File: src/hdl/hwt_pkg.sv
// Shared types, constants and helpers for the 2x2 RGB Haar wavelet block.
// Used by every module under hdl; has no dependencies of its own.
package hwt_pkg;

  // Frame size limits
  localparam int MAX_WIDTH  = 1024;
  localparam int MAX_HEIGHT = 1024;
  localparam int MAX_W_EVEN = (MAX_WIDTH / 2) * 2;
  localparam int MAX_H_EVEN = (MAX_HEIGHT / 2) * 2;

  // Field and datapath widths
  localparam int DIM_W  = 11;                          // size register width
  localparam int WID_W  = $clog2(MAX_W_EVEN + 1);      // effective width
  localparam int HEI_W  = $clog2(MAX_H_EVEN + 1);      // effective height
  localparam int SZ_W   = (DIM_W > WID_W) ? ((DIM_W > HEI_W) ? DIM_W : HEI_W)
                                          : ((WID_W > HEI_W) ? WID_W : HEI_W);
  localparam int COL_W  = $clog2(MAX_W_EVEN / 2);      // block column counter
  localparam int ROW_W  = $clog2(MAX_H_EVEN / 2);      // block row counter
  localparam int IDX_W  = 20;
  localparam int CH_W   = 8;
  localparam int NUM_CH = 3;
  localparam int NUM_BANDS = 4;
  localparam int PIX_W  = CH_W * NUM_CH;
  localparam int BAND_W = 2;

  localparam logic [CH_W-1:0]  DIFF_OFFSET = 8'd128;
  localparam logic [DIM_W-1:0] SIZE_RESET  = 11'd512;

  // Configuration register indexes
  localparam int CFG_IDX_W = 1;
  localparam logic [CFG_IDX_W-1:0] REG_IMAGE_WIDTH  = 1'd0;
  localparam logic [CFG_IDX_W-1:0] REG_IMAGE_HEIGHT = 1'd1;

  // Band codes
  localparam logic [BAND_W-1:0] BAND_AVG  = 2'd0;
  localparam logic [BAND_W-1:0] BAND_TB   = 2'd1;
  localparam logic [BAND_W-1:0] BAND_LR   = 2'd2;
  localparam logic [BAND_W-1:0] BAND_DIAG = 2'd3;

  // Channel payloads
  typedef struct packed {
    logic [PIX_W-1:0] top_left_rgb;
    logic [PIX_W-1:0] top_right_rgb;
    logic [PIX_W-1:0] bottom_left_rgb;
    logic [PIX_W-1:0] bottom_right_rgb;
  } in_item_t;

  typedef struct packed {
    logic [BAND_W-1:0] band;
    logic [IDX_W-1:0]  pixel_index;
    logic [CH_W-1:0]   red;
    logic [CH_W-1:0]   green;
    logic [CH_W-1:0]   blue;
    logic              last_of_block;
    logic              end_of_frame;
  } out_item_t;

  // Per-lane coefficients, one per band
  typedef logic [NUM_BANDS-1:0][CH_W-1:0] lane_coef_t;

  // Addressing for one block
  typedef struct packed {
    logic [IDX_W-1:0] base;    // top-left quadrant index
    logic [IDX_W-1:0] off_h;   // half width
    logic [IDX_W-1:0] off_v;   // half height times width
    logic             eof;
  } addr_info_t;

  // One block in flight
  typedef struct packed {
    logic [NUM_BANDS-1:0][NUM_CH-1:0][CH_W-1:0] coef;
    addr_info_t                                 addr;
  } block_t;

  // Effective size: clear bit zero, cap at the even maximum, floor at two
  function automatic logic [SZ_W-1:0] eff_size(input logic [DIM_W-1:0] r,
                                               input logic [SZ_W-1:0]  cap);
    logic [SZ_W-1:0] v;
    v = SZ_W'(r & ~DIM_W'(1));
    if (v > cap) v = cap;
    if (v < SZ_W'(2)) v = SZ_W'(2);
    return v;
  endfunction

endpackage

File: src/hdl/hwt_lane.sv
// One colour channel lane: the four Haar coefficients of a 2x2 block.
// Depends on hwt_pkg.
module hwt_lane
  import hwt_pkg::*;
(
  input  logic [CH_W-1:0] a,
  input  logic [CH_W-1:0] b,
  input  logic [CH_W-1:0] c,
  input  logic [CH_W-1:0] d,
  output lane_coef_t      coef
);

  // Signed difference over four, truncating toward zero, plus offset
  function automatic logic [CH_W-1:0] diff_coef(input logic signed [CH_W+2:0] s);
    logic signed [CH_W+2:0] q;
    q = (s + (s[CH_W+2] ? (CH_W+3)'(3) : (CH_W+3)'(0))) >>> 2;
    return q[CH_W-1:0] + DIFF_OFFSET;
  endfunction

  logic [CH_W+1:0]        sum_all;
  logic signed [CH_W+2:0] d_tb;
  logic signed [CH_W+2:0] d_lr;
  logic signed [CH_W+2:0] d_dg;

  // Sums and differences
  always_comb begin
    sum_all = (CH_W+2)'(a) + (CH_W+2)'(b) + (CH_W+2)'(c) + (CH_W+2)'(d);
    d_tb = $signed((CH_W+3)'(a) + (CH_W+3)'(b) - (CH_W+3)'(c) - (CH_W+3)'(d));
    d_lr = $signed((CH_W+3)'(a) - (CH_W+3)'(b) + (CH_W+3)'(c) - (CH_W+3)'(d));
    d_dg = $signed((CH_W+3)'(a) - (CH_W+3)'(b) - (CH_W+3)'(c) + (CH_W+3)'(d));
  end

  // Coefficients per band
  always_comb begin
    coef[BAND_AVG]  = sum_all[CH_W+1:2];
    coef[BAND_TB]   = diff_coef(d_tb);
    coef[BAND_LR]   = diff_coef(d_lr);
    coef[BAND_DIAG] = diff_coef(d_dg);
  end

endmodule

File: src/hdl/hwt_addr.sv
// Size registers, block position counters and quadrant addressing.
// Depends on hwt_pkg.
module hwt_addr
  import hwt_pkg::*;
(
  input  logic                 clk,
  input  logic                 rst,
  input  logic                 cfg_write,
  input  logic [CFG_IDX_W-1:0] cfg_index,
  input  logic [DIM_W-1:0]     cfg_data,
  input  logic                 take,
  output addr_info_t           info
);

  logic [DIM_W-1:0] image_width;
  logic [DIM_W-1:0] image_height;
  logic [COL_W-1:0] block_column;
  logic [COL_W-1:0] block_column_next;
  logic [ROW_W-1:0] block_row;
  logic [ROW_W-1:0] block_row_next;

  logic [WID_W-1:0] w;
  logic [WID_W-1:0] hw;
  logic [HEI_W-1:0] h;
  logic [HEI_W-1:0] hh;
  logic [WID_W-1:0] col_inc;
  logic [HEI_W-1:0] row_inc;
  logic             col_wrap;
  logic             row_wrap;
  logic [ROW_W+WID_W-1:0] row_prod;
  logic [HEI_W+WID_W-1:0] vert_prod;

  // Configuration writes
  always_ff @(posedge clk) begin
    if (rst) begin
      image_width  <= SIZE_RESET;
      image_height <= SIZE_RESET;
    end else if (cfg_write) begin
      case (cfg_index)
        REG_IMAGE_WIDTH:  image_width  <= cfg_data;
        REG_IMAGE_HEIGHT: image_height <= cfg_data;
        default: ;
      endcase
    end
  end

  // Effective sizes and wrap tests
  always_comb begin
    w        = WID_W'(eff_size(image_width, SZ_W'(MAX_W_EVEN)));
    h        = HEI_W'(eff_size(image_height, SZ_W'(MAX_H_EVEN)));
    hw       = w >> 1;
    hh       = h >> 1;
    col_inc  = WID_W'(block_column) + WID_W'(1);
    row_inc  = HEI_W'(block_row) + HEI_W'(1);
    col_wrap = (col_inc >= hw);
    row_wrap = (row_inc >= hh);
  end

  // Counter advance
  always_comb begin
    block_column_next = block_column;
    block_row_next    = block_row;
    if (take) begin
      if (col_wrap) begin
        block_column_next = '0;
        block_row_next    = row_wrap ? '0 : ROW_W'(row_inc);
      end else begin
        block_column_next = COL_W'(col_inc);
      end
    end
  end

  always_ff @(posedge clk) begin
    if (rst) begin
      block_column <= '0;
      block_row    <= '0;
    end else begin
      block_column <= block_column_next;
      block_row    <= block_row_next;
    end
  end

  // Quadrant addressing, indexes kept modulo the index width
  always_comb begin
    row_prod   = block_row * w;
    vert_prod  = hh * w;
    info.base  = IDX_W'(row_prod) + IDX_W'(block_column);
    info.off_h = IDX_W'(hw);
    info.off_v = IDX_W'(vert_prod);
    info.eof   = col_wrap && row_wrap;
  end

endmodule

File: src/hdl/hwt_merge.sv
// Merging stage: holds a block from the lanes and sends its four bands
// in order. Two block registers let the next block in while one drains.
// Depends on hwt_pkg.
module hwt_merge
  import hwt_pkg::*;
(
  input  logic      clk,
  input  logic      rst,
  input  logic      in_valid,
  output logic      in_ready,
  input  block_t    blk_in,
  output logic      take,
  output logic      out_valid,
  input  logic      out_ready,
  output out_item_t out_item
);

  logic              hold_valid;
  logic              hold_valid_next;
  block_t            hold;
  logic              send_valid;
  logic              send_valid_next;
  block_t            send;
  logic [BAND_W-1:0] band;
  logic [BAND_W-1:0] band_next;
  logic              send_done;
  logic              move;

  // Handshake control
  always_comb begin
    send_done = send_valid && out_ready && (band == BAND_DIAG);
    move      = hold_valid && (!send_valid || send_done);
    in_ready  = !hold_valid || move;
    take      = in_valid && in_ready;
  end

  // Next-state for valid flags and band counter
  always_comb begin
    hold_valid_next = hold_valid;
    if (take) hold_valid_next = 1'b1;
    else if (move) hold_valid_next = 1'b0;

    send_valid_next = send_valid;
    if (move) send_valid_next = 1'b1;
    else if (send_done) send_valid_next = 1'b0;

    band_next = band;
    if (move) band_next = BAND_AVG;
    else if (send_valid && out_ready) band_next = band + BAND_W'(1);
  end

  always_ff @(posedge clk) begin
    if (rst) begin
      hold_valid <= 1'b0;
      send_valid <= 1'b0;
      band       <= BAND_AVG;
    end else begin
      hold_valid <= hold_valid_next;
      send_valid <= send_valid_next;
      band       <= band_next;
    end
  end

  // Block payload registers
  always_ff @(posedge clk) begin
    if (take) hold <= blk_in;
    if (move) send <= hold;
  end

  // Result selection
  always_comb begin
    out_valid              = send_valid;
    out_item.band          = band;
    out_item.pixel_index   = send.addr.base
                           + (band[0] ? send.addr.off_h : '0)
                           + (band[1] ? send.addr.off_v : '0);
    out_item.red           = send.coef[band][0];
    out_item.green         = send.coef[band][1];
    out_item.blue          = send.coef[band][2];
    out_item.last_of_block = (band == BAND_DIAG);
    out_item.end_of_frame  = (band == BAND_DIAG) && send.addr.eof;
  end

endmodule

File: src/hdl/haar_wavelet_2x2_rgb.sv
// Top level of the single-level 2x2 RGB Haar wavelet block.
// Depends on hwt_pkg, hwt_lane, hwt_addr and hwt_merge.
//
// Usage:
//   in_valid/in_ready/in_item carry one 2x2 RGB pixel block per transfer,
//   blocks in raster order. out_valid/out_ready/out_item carry four
//   results per block: average, top-bottom, left-right and diagonal
//   bands, each with its destination index in the quadrant layout.
//   cfg_write/cfg_index/cfg_data write image_width (index 0) and
//   image_height (index 1); write them only while the block is idle.
// Path: a block taken at the input is registered in the hold register and
//   then moved to the send register, which drives out_valid; its first
//   result transfers when the output side is free.
// Output port: the single result port sends four bands per block and sets
//   the pace; a hold register takes the next block while one drains, and
//   three channel lanes compute a block's coefficients combinationally.
// Reset: rst (synchronous) clears the block counters, empties both block
//   registers and sets both sizes to 512.
// Stall: while out_ready is low the current result holds; one further
//   block is taken and held, after which in_ready drops.
module haar_wavelet_2x2_rgb
  import hwt_pkg::*;
(
  input  logic                 clk,
  input  logic                 rst,
  input  logic                 in_valid,
  output logic                 in_ready,
  input  in_item_t             in_item,
  output logic                 out_valid,
  input  logic                 out_ready,
  output out_item_t            out_item,
  input  logic                 cfg_write,
  input  logic [CFG_IDX_W-1:0] cfg_index,
  input  logic [DIM_W-1:0]     cfg_data
);

  lane_coef_t lane_coef [NUM_CH];
  addr_info_t info;
  block_t     blk;
  logic       take;

  // Channel lanes
  for (genvar ch = 0; ch < NUM_CH; ch++) begin : g_lane
    hwt_lane u_lane (
      .a    (in_item.top_left_rgb[ch*CH_W +: CH_W]),
      .b    (in_item.top_right_rgb[ch*CH_W +: CH_W]),
      .c    (in_item.bottom_left_rgb[ch*CH_W +: CH_W]),
      .d    (in_item.bottom_right_rgb[ch*CH_W +: CH_W]),
      .coef (lane_coef[ch])
    );
  end

  // Counters and addressing
  hwt_addr u_addr (
    .clk       (clk),
    .rst       (rst),
    .cfg_write (cfg_write),
    .cfg_index (cfg_index),
    .cfg_data  (cfg_data),
    .take      (take),
    .info      (info)
  );

  // Gather lane results into one block
  always_comb begin
    for (int k = 0; k < NUM_BANDS; k++) begin
      for (int ch = 0; ch < NUM_CH; ch++) begin
        blk.coef[k][ch] = lane_coef[ch][k];
      end
    end
    blk.addr = info;
  end

  // Merge and send
  hwt_merge u_merge (
    .clk       (clk),
    .rst       (rst),
    .in_valid  (in_valid),
    .in_ready  (in_ready),
    .blk_in    (blk),
    .take      (take),
    .out_valid (out_valid),
    .out_ready (out_ready),
    .out_item  (out_item)
  );

endmodule

File: config.mk
export PLATFORM = sky130hd
export DESIGN_NAME = haar_wavelet_2x2_rgb
export DESIGN_NICKNAME = d
export VERILOG_FILES = /design/src/hdl/hwt_pkg.sv /design/src/hdl/hwt_lane.sv /design/src/hdl/hwt_addr.sv /design/src/hdl/hwt_merge.sv /design/src/hdl/haar_wavelet_2x2_rgb.sv
export SDC_FILE = /design/constraint.sdc
export NUM_CORES = 1
export LEC_CHECK = 0
export BUFFER_PORTS_ARGS = -buffer_cell sky130_fd_sc_hd__buf_2
export CAP_MARGIN = 20
export CORE_ASPECT_RATIO = 0.9
export CORE_MARGIN = 5
export CORE_UTILIZATION = 42
export CTS_CLUSTER_DIAMETER = 200
export DETAILED_ROUTE_END_ITERATION = 8
export PLACE_DENSITY_LB_ADDON = 0.2
export SYNTH_ARGS = -nofsm -noshare
export SYNTH_HDL_FRONTEND = slang
export SYNTH_SLANG_ARGS = --single-unit
File: constraint.sdc
create_clock -name clk -period 11.5 [get_ports clk]
set_clock_uncertainty 0.2 [all_clocks]
set_input_delay 1.15 -clock clk [delete_from_list [all_inputs] [get_ports clk]]
set_output_delay 1.15 -clock clk [all_outputs]
set_load 0.01 [all_outputs]
==> results of run 1 <==
## area by class of cell
class / count / area [um2]
Clock inverter: 23 / 271.5
Sequential cell: 334 / 9612
Timing Repair Buffer: 176 / 918.4
Multi-Input combinational cell: 1996 / 17830
Clock buffer: 45 / 998.5
Tap cell: 930 / 1164
Fill cell: 6391 / 36290
Antenna cell: 1 / 2.502
Inverter: 388 / 1461
## per-layer routing
layer	vias up	global-route usage, %	wire [um]
li1	9750	-	-
met5	-	0	0
met1	9768	25.15	30920
met3	90	2.323	2816
met2	364	29.15	30730
met4	0	4.676	1435
## state kept, by name, indices dropped and copies added, names as in the netlist
signal and cells:
u_merge.hold 146, u_merge.send 146, u_addr.image_height 10, u_addr.image_width 10, u_addr.block_column 9, u_addr.block_row 9, u_merge.band 2, u_merge.hold_valid 1
u_merge.out_valid 1
## per-stage QoR
step | instance area, um2 | setup WS (ps)
floorplan | 29090 | 2868
global placement | 30980 | 4505
detailed placement | 30980 | 4402
CTS | 32250 | 4916
global route | 32250 | 4476
finish | 32250 | 4935
## power by group
| group | total [W] | switching [W] | internal (W) |
|---|---|---|---|
| Sequential | 0.00179 | 0.0000661 | 0.00172 |
| Clock | 0.00121 | 0.000507 | 0.000703 |
| Combinational | 0.00219 | 0.00131 | 0.000877 |
## cells by family (layout without fill, tap and decap cells)
| family | after synthesis | after routing | synth area share (%) |
|---|---|---|---|
| other cells | 0 | 1 | 0 |
| flops | 334 | 334 | 33.04 |
| compound gates | 487 | 487 | 10.99 |
| fa+ha+maj | 564 | 564 | 30.38 |
| xor+xnor | 221 | 221 | 6.654 |
| simple gates | 698 | 698 | 11.30 |
| buf+inv | 441 | 632 | 5.717 |
| mux | 26 | 26 | 1.927 |
## cells in the mapped netlist (all sizes together) (7+ instances only)
library cell    n  area share, %
a21o           64            1.7
and2           73            1.6
mux4           24            1.9
or2            15           0.32
or3            15           0.32
nand2b         23           0.49
fa            237             16
o21a           22           0.57
clkinv          7          0.090
xnor2         153            4.6
a211oi         26           0.67
a21boi          8           0.21
dfxtp          42            2.9
nor2          200            2.6
xor2           68            2.0
and3            9           0.20
a311oi          8           0.26
nand3          46           0.79
nand2         212            2.7
ha            327             14
nor3           37           0.64
nor4           10           0.22
o2111ai        11           0.33
a21oi         139            2.4
o21bai         34           0.88
clkbuf         48           0.62
a31oi          18           0.39
o21ai          86            1.5
nor2b          31           0.67
inv           381            4.9
edfxtp        292             30
o211ai         16           0.43
## path summary, 6_finish.rpt
kind	startpoint	to	slack, ps	cells after the start
worst min register to register	u_merge.hold[113]$_DFFE_PP_	u_merge.send[113]$_DFFE_PP_	210	0
worst max-delay path	in_item[56]	u_merge.hold[100]$_DFFE_PP_	4930	22
worst min-delay path	u_merge.hold[113]$_DFFE_PP_	u_merge.send[113]$_DFFE_PP_	210	0
worst max register to register	u_addr.image_width[8]$_SDFFE_PP0P_	u_merge.hold[59]$_DFFE_PP_	4950	18
==> impl_metrics.ini, run 1 <==
[outcome]
status = completed

[place]
dp_hpwl_um = 52720
place_congestion = 0.8740
dpl.cell_count = 3824
port_buffers = 161

[critical_path]
worst-path-max-fanout = 4
path_delay_family = compound AO/OA/AOI/OAI gates
end_kind = register
cp_slowest_stage_delay_ps = 610
worstPathRequired_ps = 11570
path_buf_inv = 2
crit_slowest_cell = o311ai_0
worstSetupPathType = input pin to register
critPathArrivalTime_ps = 6640
cp_cell_sequence = buf_2 -> ha_1 -> fa_1 -> nand2b_1 -> a21oi_1 -> o21ai_0 -> a21oi_1 -> nor2_1 -> xnor2_1 -> fa_1 -> inv_1 -> ha_1 -> or2_2 -> a21o_1 -> and2_1 -> a21oi_1 -> ha_1 -> or3b_2 -> a31oi_1 -> o2111ai_1 -> or3_1 -> o311ai_0
start_kind = input pin

[sta]
hold_viol_final = 0
drv_slew = 0
fin_crit_ps = 6565
min_period_over_period_pct = 57.09
rsz0062_at_grt = false
setup_violations = 0
whs_ps = 209.4
finalSetupTns_ps = 0
max_freq_ghz = 0.1523
relSlewSlack_pct = 30.90
worst_slew_pin_slew_ps = 1037

[clocking]
root_buffer = clkbuf_16
clkTransAtPathRegs_ps = 60
clk_latency_ps = 580
clockBufferDepth = 3
cts_tree = yes
cts_resized = 0
htreeDepth = 2
cts_sinks = 334
hold_buffers = 0
postCtsSetupRepairBufs = 0
cts_made_buffers = 39

[yosys]
async_reset_ff_share_pct = 0
synth-seq-cells = 334
synth_edf_count = 292
yosysUniqueCellTypes = 76
yosysSeqAreaShare_pct = 33.04
syn_area_um2 = 29090
syn_avg_cell_area_um2 = 10.50
ys.flop_type = edfxtp_1
syn_nets = 3448
yosysWarnings = 0
synth_cells = 2771

[floorplanning]
start_util_pct = 42.44
io_pins = 163
die_area_um2 = 74630
rows = 91
chipHeight_um = 259.7
die_x_um = 287.4
core_area_um2 = 68540

[drt]
wl_per_cell_um = 16.93
vias_per_cell = 5.130
dr.pass1.iters = 5
vias = 19970
wl_um = 65910
drt_iter0_markers = 1071
drcViolationCount = 0
antenna_left = 0

[pwr]
p_leak_nw = 14.54
total_power_w = 0.005189
power_density_nw_per_um2 = 160.9
ir_worst_vdd_mv = 0.09283

[worst_hold_path]
min-delay-path-class = register to register

[global_routing]
grt.total_usage_pct = 17.81
gr-total-overflow = 0
first_global_vias = 20680
antenna_found_initial = 1
grt_first_pass_wirelength_um = 107900
grt_max_degree = 81

[run]
maxCapViolations = 0

[finish]
postLayoutCoreUtil_pct = 47.06
area_growth_syn_to_layout_pct = 10.88
nets = 3612
final_cell_mix = inv_1, ha_1, edfxtp_1
stdcell_count = 3893
layout_commonest_cell = inv_1
layout-drive-gt1-share_pct = 9.993
Note: power is estimated with default switching activity, not from simulation.
==> run 2: changes to the inputs <==
--- a/config.mk
+++ b/config.mk
@@ -5,6 +5,7 @@
 export SDC_FILE = /design/constraint.sdc
 export NUM_CORES = 1
 export LEC_CHECK = 0
+export ABC_AREA = 1
 export BUFFER_PORTS_ARGS = -buffer_cell sky130_fd_sc_hd__buf_2
 export CAP_MARGIN = 20
 export CORE_ASPECT_RATIO = 0.9
==> constraint.sdc (replaced) <==
create_clock -name clk -period 6.25 [get_ports clk]
set_clock_uncertainty 0.2 [all_clocks]
set_input_delay 0.625 -clock clk [delete_from_list [all_inputs] [get_ports clk]]
set_output_delay 0.625 -clock clk [all_outputs]
set_load 0.01 [all_outputs]
==> run 2 against run 1 <==
  * Non-clock buffer count increased by 20
  * Flip-flop and latch count unchanged
  * Sequential share of layout area decreased by 2.0 points
  * Global-route usage increased by 0.94 points
  * Final area increased by 7.4%
  * Clock-buffer cell count unchanged
  * Critical path depth increased by 2
  * Via count increased by 20%
  * First-iteration DRC count increased by 29%
  * Largest cell class unchanged
==> impl_metrics.ini, run 2 <==
[global_routing]
grt_first_pass_wirelength_um = 122100
grt_max_degree = 115
first_global_vias = 23380
gr-total-overflow = 0
antenna_found_initial = 3
grt.total_usage_pct = 18.75

[yosys]
synth_cells = 3754
yosys-top-cells-count = nand2_1, inv_1, nor2_1, ha_1, edfxtp_1
ys.flop_type = edfxtp_1
synth-seq-cells = 334
yosys-top-cells-area = edfxtp_1, fa_1, ha_1
syn_area_um2 = 31190
async_reset_ff_share_pct = 0
yosysWarnings = 0
yosys.area.top_type_share_pct = 28.12
yosysSeqAreaShare_pct = 30.81
syn_nets = 4431
yosysMostFrequentCell = nand2_1
yosysTopAreaCell = edfxtp_1
syn_avg_cell_area_um2 = 8.307
synth_edf_count = 292
yosysUniqueCellTypes = 44

[worst_hold_path]
min-delay-path-class = input pin to register
hold_start = rst

[pwr]
p_leak_nw = 17.81
total_power_w = 0.01074
power_density_nw_per_um2 = 310.0
ir_worst_vdd_mv = 0.1719

[critical_path]
worstPathRequired_ps = 6340
path_buf_inv = 7
crit_start = u_addr.image_width[9]$_SDFFE_PP1P_
critPathArrivalTime_ps = 5930
path_common_cell = inv_1
end_kind = register
cp_cell_sequence = or2_1 -> inv_1 -> nand3_1 -> o21ai_4 -> nand2_2 -> inv_2 -> nand2_1 -> fa_1 -> inv_1 -> fa_1 -> inv_1 -> fa_1 -> inv_1 -> fa_1 -> inv_1 -> fa_1 -> inv_1 -> ha_1 -> a21o_1 -> a21boi_0 -> o21ai_0 -> nand2_1 -> nand2_1 -> xor2_1
r2r-start = u_addr.image_width[9]$_SDFFE_PP1P_
cp_slowest_stage_delay_ps = 520
worst-path-max-fanout = 6
path_delay_family = adder cells
crit_slowest_cell = fa_1
worstSetupPathType = register to register
start_kind = register

[finish]
stdcell_count = 4931
nets = 4616
final_cell_mix = nand2_1, inv_1, nor2_1
largestRegisters = u_merge.hold x146, u_merge.send x146
layout-drive-gt1-share_pct = 7.303
layout_commonest_cell = nand2_1
fillerInstances = 7307
multiInputGateArea_um2 = 18650
seqCellArea_um2 = 9612
finish.instance_area_um2 = 34640
area_growth_syn_to_layout_pct = 11.06
insertedDiodeCount = 0

[sta]
setup_violations = 0
rsz0062_at_grt = false
finalSetupTns_ps = 0
fin_crit_ps = 5839
min_period_over_period_pct = 93.43
fin_ws_ps = 410.9
drv_slew = 0
relSlewSlack_pct = 47.92
worst_slew_pin_slew_ps = 781.2
max_freq_ghz = 0.1713
hold_viol_final = 0

[drt]
vias_per_cell = 4.845
vias = 23890
drcViolationCount = 0
wl_per_cell_um = 15.19
antenna_left = 0
dr.pass1.iters = 5
wl_um = 74900
drt_iter0_markers = 1379

[clocking]
clk_latency_ps = 540
root_buffer = clkbuf_16
cts_made_buffers = 40
hold_buffers = 0
htreeDepth = 2
cts_sinks = 334
cts_tree = yes
clockBufferDepth = 3
clkTransAtPathRegs_ps = 60
cts_resized = 0
postCtsSetupRepairBufs = 0

[floorplanning]
die_area_um2 = 79810
core_area_um2 = 73390
die_x_um = 297.2
start_util_pct = 42.49
io_pins = 163
rows = 94
chipHeight_um = 268.5

[place]
dpl.cell_count = 4857
port_buffers = 161
dp_hpwl_um = 61590
dp_slack_ps = 429.6
place_congestion = 0.8839
dpl-instance-area_um2 = 33250

[run]
maxCapViolations = 0

[outcome]
status = completed
==> run 2: changes by cell type after synthesis, moves of 61 or more <==
cell / delta
nor2_1: +192
xnor2_1: -121
inv_1: +327
nand2_1: +642
nand3_1: +135
o21ai_0: +61
and2_1: -71
==> run 2: per-stage QoR <==
step	hold slack (ps)	utilization, %
4_1_cts	45.89	47.19
2_1_floorplan	200.3	-
5_1_grt	58.83	47.19
6_report	78.47	47.19
3_5_place_dp	204.5	45.30
3_3_place_gp	200.7	45.30
==> run 2: path summary, 6_finish.rpt <==
| check | cells after the start | slack, ps | endpoint |
|---|---|---|---|
| setup reg to reg | 24 | 410 | u_merge.hold[56]$_DFFE_PP_ |
| setup / recovery | 24 | 410 | u_merge.hold[56]$_DFFE_PP_ |
| hold / removal | 2 | 80 | u_merge.hold_valid$_SDFFE_PP0P_ |
| hold reg to reg | 0 | 200 | u_merge.send[108]$_DFFE_PP_ |
==> run 2: layout make-up <==
cell class	instances	area share [%]
Timing Repair Buffer	196	3.121
Clock inverter	29	1.004
Sequential cell	334	27.75
Multi-Input combinational cell	2649	53.85
Clock buffer	45	3.006
Inverter	718	7.796
Tap cell	960	3.468
==> run 2: worst reg2reg max path: stages (launching register included) <==
cell	delay, ps
dfxtp_1	330
or2_1	220
inv_1	70
nand3_1	110
o21ai_4	230
nand2_2	90
inv_2	170
nand2_1	100
fa_1	500
inv_1	50
fa_1	510
inv_1	50
fa_1	480
inv_1	60
fa_1	520
inv_1	50
fa_1	490
inv_1	40
ha_1	340
a21o_1	220
a21boi_0	220
o21ai_0	220
nand2_1	100
nand2_1	60
xor2_1	140
==> run 2: logic make-up (layout without fill, tap and decap cells) <==
| logic type | after synthesis | in the layout | share of synthesized area [%] |
|---|---|---|---|
| AND/OR/NAND/NOR | 1553 | 1553 | 20.49 |
| XOR/XNOR | 140 | 140 | 3.932 |
| flip-flops | 334 | 334 | 30.81 |
| buffers and inverters | 771 | 988 | 9.400 |
| adder cells (fa/ha/maj) | 564 | 564 | 28.33 |
| AO/OA/AOI/OAI | 392 | 392 | 7.033 |
==> run 2: power by group <==
group | switching, W | total, W | internal, W | leakage [nW]
clock network | 0.000940 | 0.00244 | 0.00150 | 0.662
registers | 0.000161 | 0.00335 | 0.00319 | 3.15
logic | 0.00322 | 0.00494 | 0.00172 | 14.0
==> run 2: routing by layer <==
layer | part of all wire [%] | track usage [%] | vias up
met5 | 0 | 0 | -
met4 | 1.6 | 3.539 | 0
met3 | 4.3 | 2.367 | 72
met2 | 45 | 30.39 | 454
met1 | 50 | 27.47 | 11030
li1 | - | - | 12340
==> run 3: changes to the inputs <==
--- a/config.mk
+++ b/config.mk
@@ -10,8 +10,9 @@
 export CAP_MARGIN = 20
 export CORE_ASPECT_RATIO = 0.9
 export CORE_MARGIN = 5
-export CORE_UTILIZATION = 42
+export CORE_UTILIZATION = 58
 export CTS_CLUSTER_DIAMETER = 200
+export CTS_CLUSTER_SIZE = 40
 export DETAILED_ROUTE_END_ITERATION = 8
 export PLACE_DENSITY_LB_ADDON = 0.2
 export SYNTH_ARGS = -nofsm -noshare
==> run 3 against run 2 <==
  * Core utilization rose by 15 points
  * Largest cell class unchanged
  * Setup slack better by 11 ps
  * Non-clock buffer count fell by 3
  * Routed wire length fell by 5.2%
  * Clock power shrank 57%
  * Sequential power hardly changed
  * Largest power group unchanged
  * Clock-buffer cell count decreased by 29
==> impl_metrics.ini, run 3 (synthesized netlist as in run 2, its figures left out) <==
[critical_path]
worst-path-max-fanout = 8
crit_cells = 23
end_kind = register
path_delay_family = adder cells
reg2reg_slack_ps = 420
path_buf_inv = 6
reg2reg_depth = 23
cp_slowest_stage_delay_ps = 550
worstSetupPathType = register to register
crit_slowest_cell = fa_1
start_kind = register
cp_cell_sequence = or2_1 -> inv_1 -> nand3_1 -> o21ai_4 -> nand2_1 -> clkinv_1 -> nand2_1 -> fa_1 -> inv_1 -> fa_1 -> ha_1 -> fa_1 -> inv_1 -> fa_1 -> inv_1 -> ha_1 -> nand2_1 -> inv_1 -> a21oi_1 -> o21ai_0 -> nand2_1 -> nand2_1 -> xor2_1
critPathArrivalTime_ps = 5910
worstPathRequired_ps = 6330

[drt]
vias = 24240
dr.pass1.iters = 5
wl_um = 70970
antenna_left = 0
wl_per_cell_um = 15.40
drcViolationCount = 0
vias_per_cell = 5.260
drt_iter0_markers = 1827

[finish]
postLayoutCoreUtil_pct = 62.59
final_cell_mix = nand2_1, inv_1, nor2_1
area_growth_syn_to_layout_pct = 6.668
insertedDiodeCount = 0
layout_commonest_cell = nand2_1
layout-drive-gt1-share_pct = 6.137
nets = 4585
largestRegisters = u_merge.hold x146, u_merge.send x146

[clocking]
htreeDepth = 1
clkTransAtPathRegs_ps = 170
clockBufferDepth = 3
hold_buffers = 0
cts_sinks = 334
clk_latency_ps = 550
cts_made_buffers = 12
postCtsSetupRepairBufs = 0
root_buffer = clkbuf_16
cts_resized = 0
cts_tree = yes

[sta]
relSlewSlack_pct = 40.93
hold_viol_final = 0
drv_slew = 0
max_freq_ghz = 0.1716
setup_violations = 0
min_period_over_period_pct = 93.25
rsz0062_at_grt = false
fin_crit_ps = 5828
finalSetupTns_ps = 0
worst_slew_pin_slew_ps = 885.1

[place]
place_congestion = 0.9274
port_buffers = 161
dp_hpwl_um = 58270

[global_routing]
grt_max_degree = 116
gr-total-overflow = 0
grt_first_pass_wirelength_um = 114900
antenna_found_initial = 0
first_global_vias = 23210
grt.total_usage_pct = 23.97

[floorplanning]
die_area_um2 = 58510
chipHeight_um = 230.0
io_pins = 163
die_x_um = 254.4
start_util_pct = 58.67
core_area_um2 = 53150
rows = 80

[run]
maxCapViolations = 0

[worst_hold_path]
hold_depth = 3
min-delay-path-class = input pin to register

[pwr]
p_leak_nw = 17.30
total_power_w = 0.009347
power_density_nw_per_um2 = 281.0
ir_worst_vdd_mv = 0.2332

[outcome]
status = completed
## run 3: changes by cell type in the layout (fill, tap and decap cells not counted), moves of 3 or more
cell and delta:
bufinv_16 -7, clkinvlp_4 -4, clkinv_2 -3, inv_6 -4, buf_4 -3, clkbuf_16 -28, clkinv_1 -9
## run 3: layer usage
metal / vias up / routed length, um / global-route usage (%)
met3: 81 / 4384 / 3.797
met4: 0 / 1509 / 4.547
met5: - / 0 / 0
met1: 11290 / 32230 / 34.26
li1: 12240 / - / -
met2: 632 / 32850 / 39.32
## run 3: power by group
part | switching [W] | leakage (nW) | total, W | internal [W]
sequential | 0.000167 | 3.15 | 0.00335 | 0.00318
combinational | 0.00322 | 14.0 | 0.00494 | 0.00172
clock | 0.000659 | 0.175 | 0.00105 | 0.000396
## run 3: final timing paths
check / start / to
setup / recovery: u_addr.image_width[9]$_SDFFE_PP1P_ / u_merge.hold[56]$_DFFE_PP_
hold / removal: cfg_data[8] / u_addr.image_width[8]$_SDFFE_PP0P_
setup reg to reg: u_addr.image_width[9]$_SDFFE_PP1P_ / u_merge.hold[56]$_DFFE_PP_
hold reg to reg: u_merge.hold[92]$_DFFE_PP_ / u_merge.send[92]$_DFFE_PP_
## run 3: layout make-up
type,instances,area (um2)
fill,4651,19890
multi-input combinational,2649,18650
sequential,334,9612
inverter,718,2704
timing repair buffer,193,1059
tap,697,872.1
clock buffer,16,336.6
clock inverter,1,30.03
## run 3: worst register-to-register path, delay by kind of cell, from the launching register on
kind            cells  cell delay [ps]
xor+xnor            1              150
compound gates      3              760
buf+inv             6              520
flops               1              350
fa+ha+maj           6             2720
simple gates        7              850
## run 3: stage by stage
step / cell area, um2 / hold WS [ps] / setup WS, ps / instances
6_report: 33270 / 91.38 / 421.8 / 4608
5_1_grt: 33270 / 80.14 / 97.29 / 4608
4_1_cts: 33260 / 70.98 / 316.8 / 4608
3_5_place_dp: 32900 / 204.5 / 361.5 / 4591
3_3_place_gp: 32900 / 200.9 / 420.4 / 4591
2_1_floorplan: 31190 / 200.3 / 658.0 / 3754
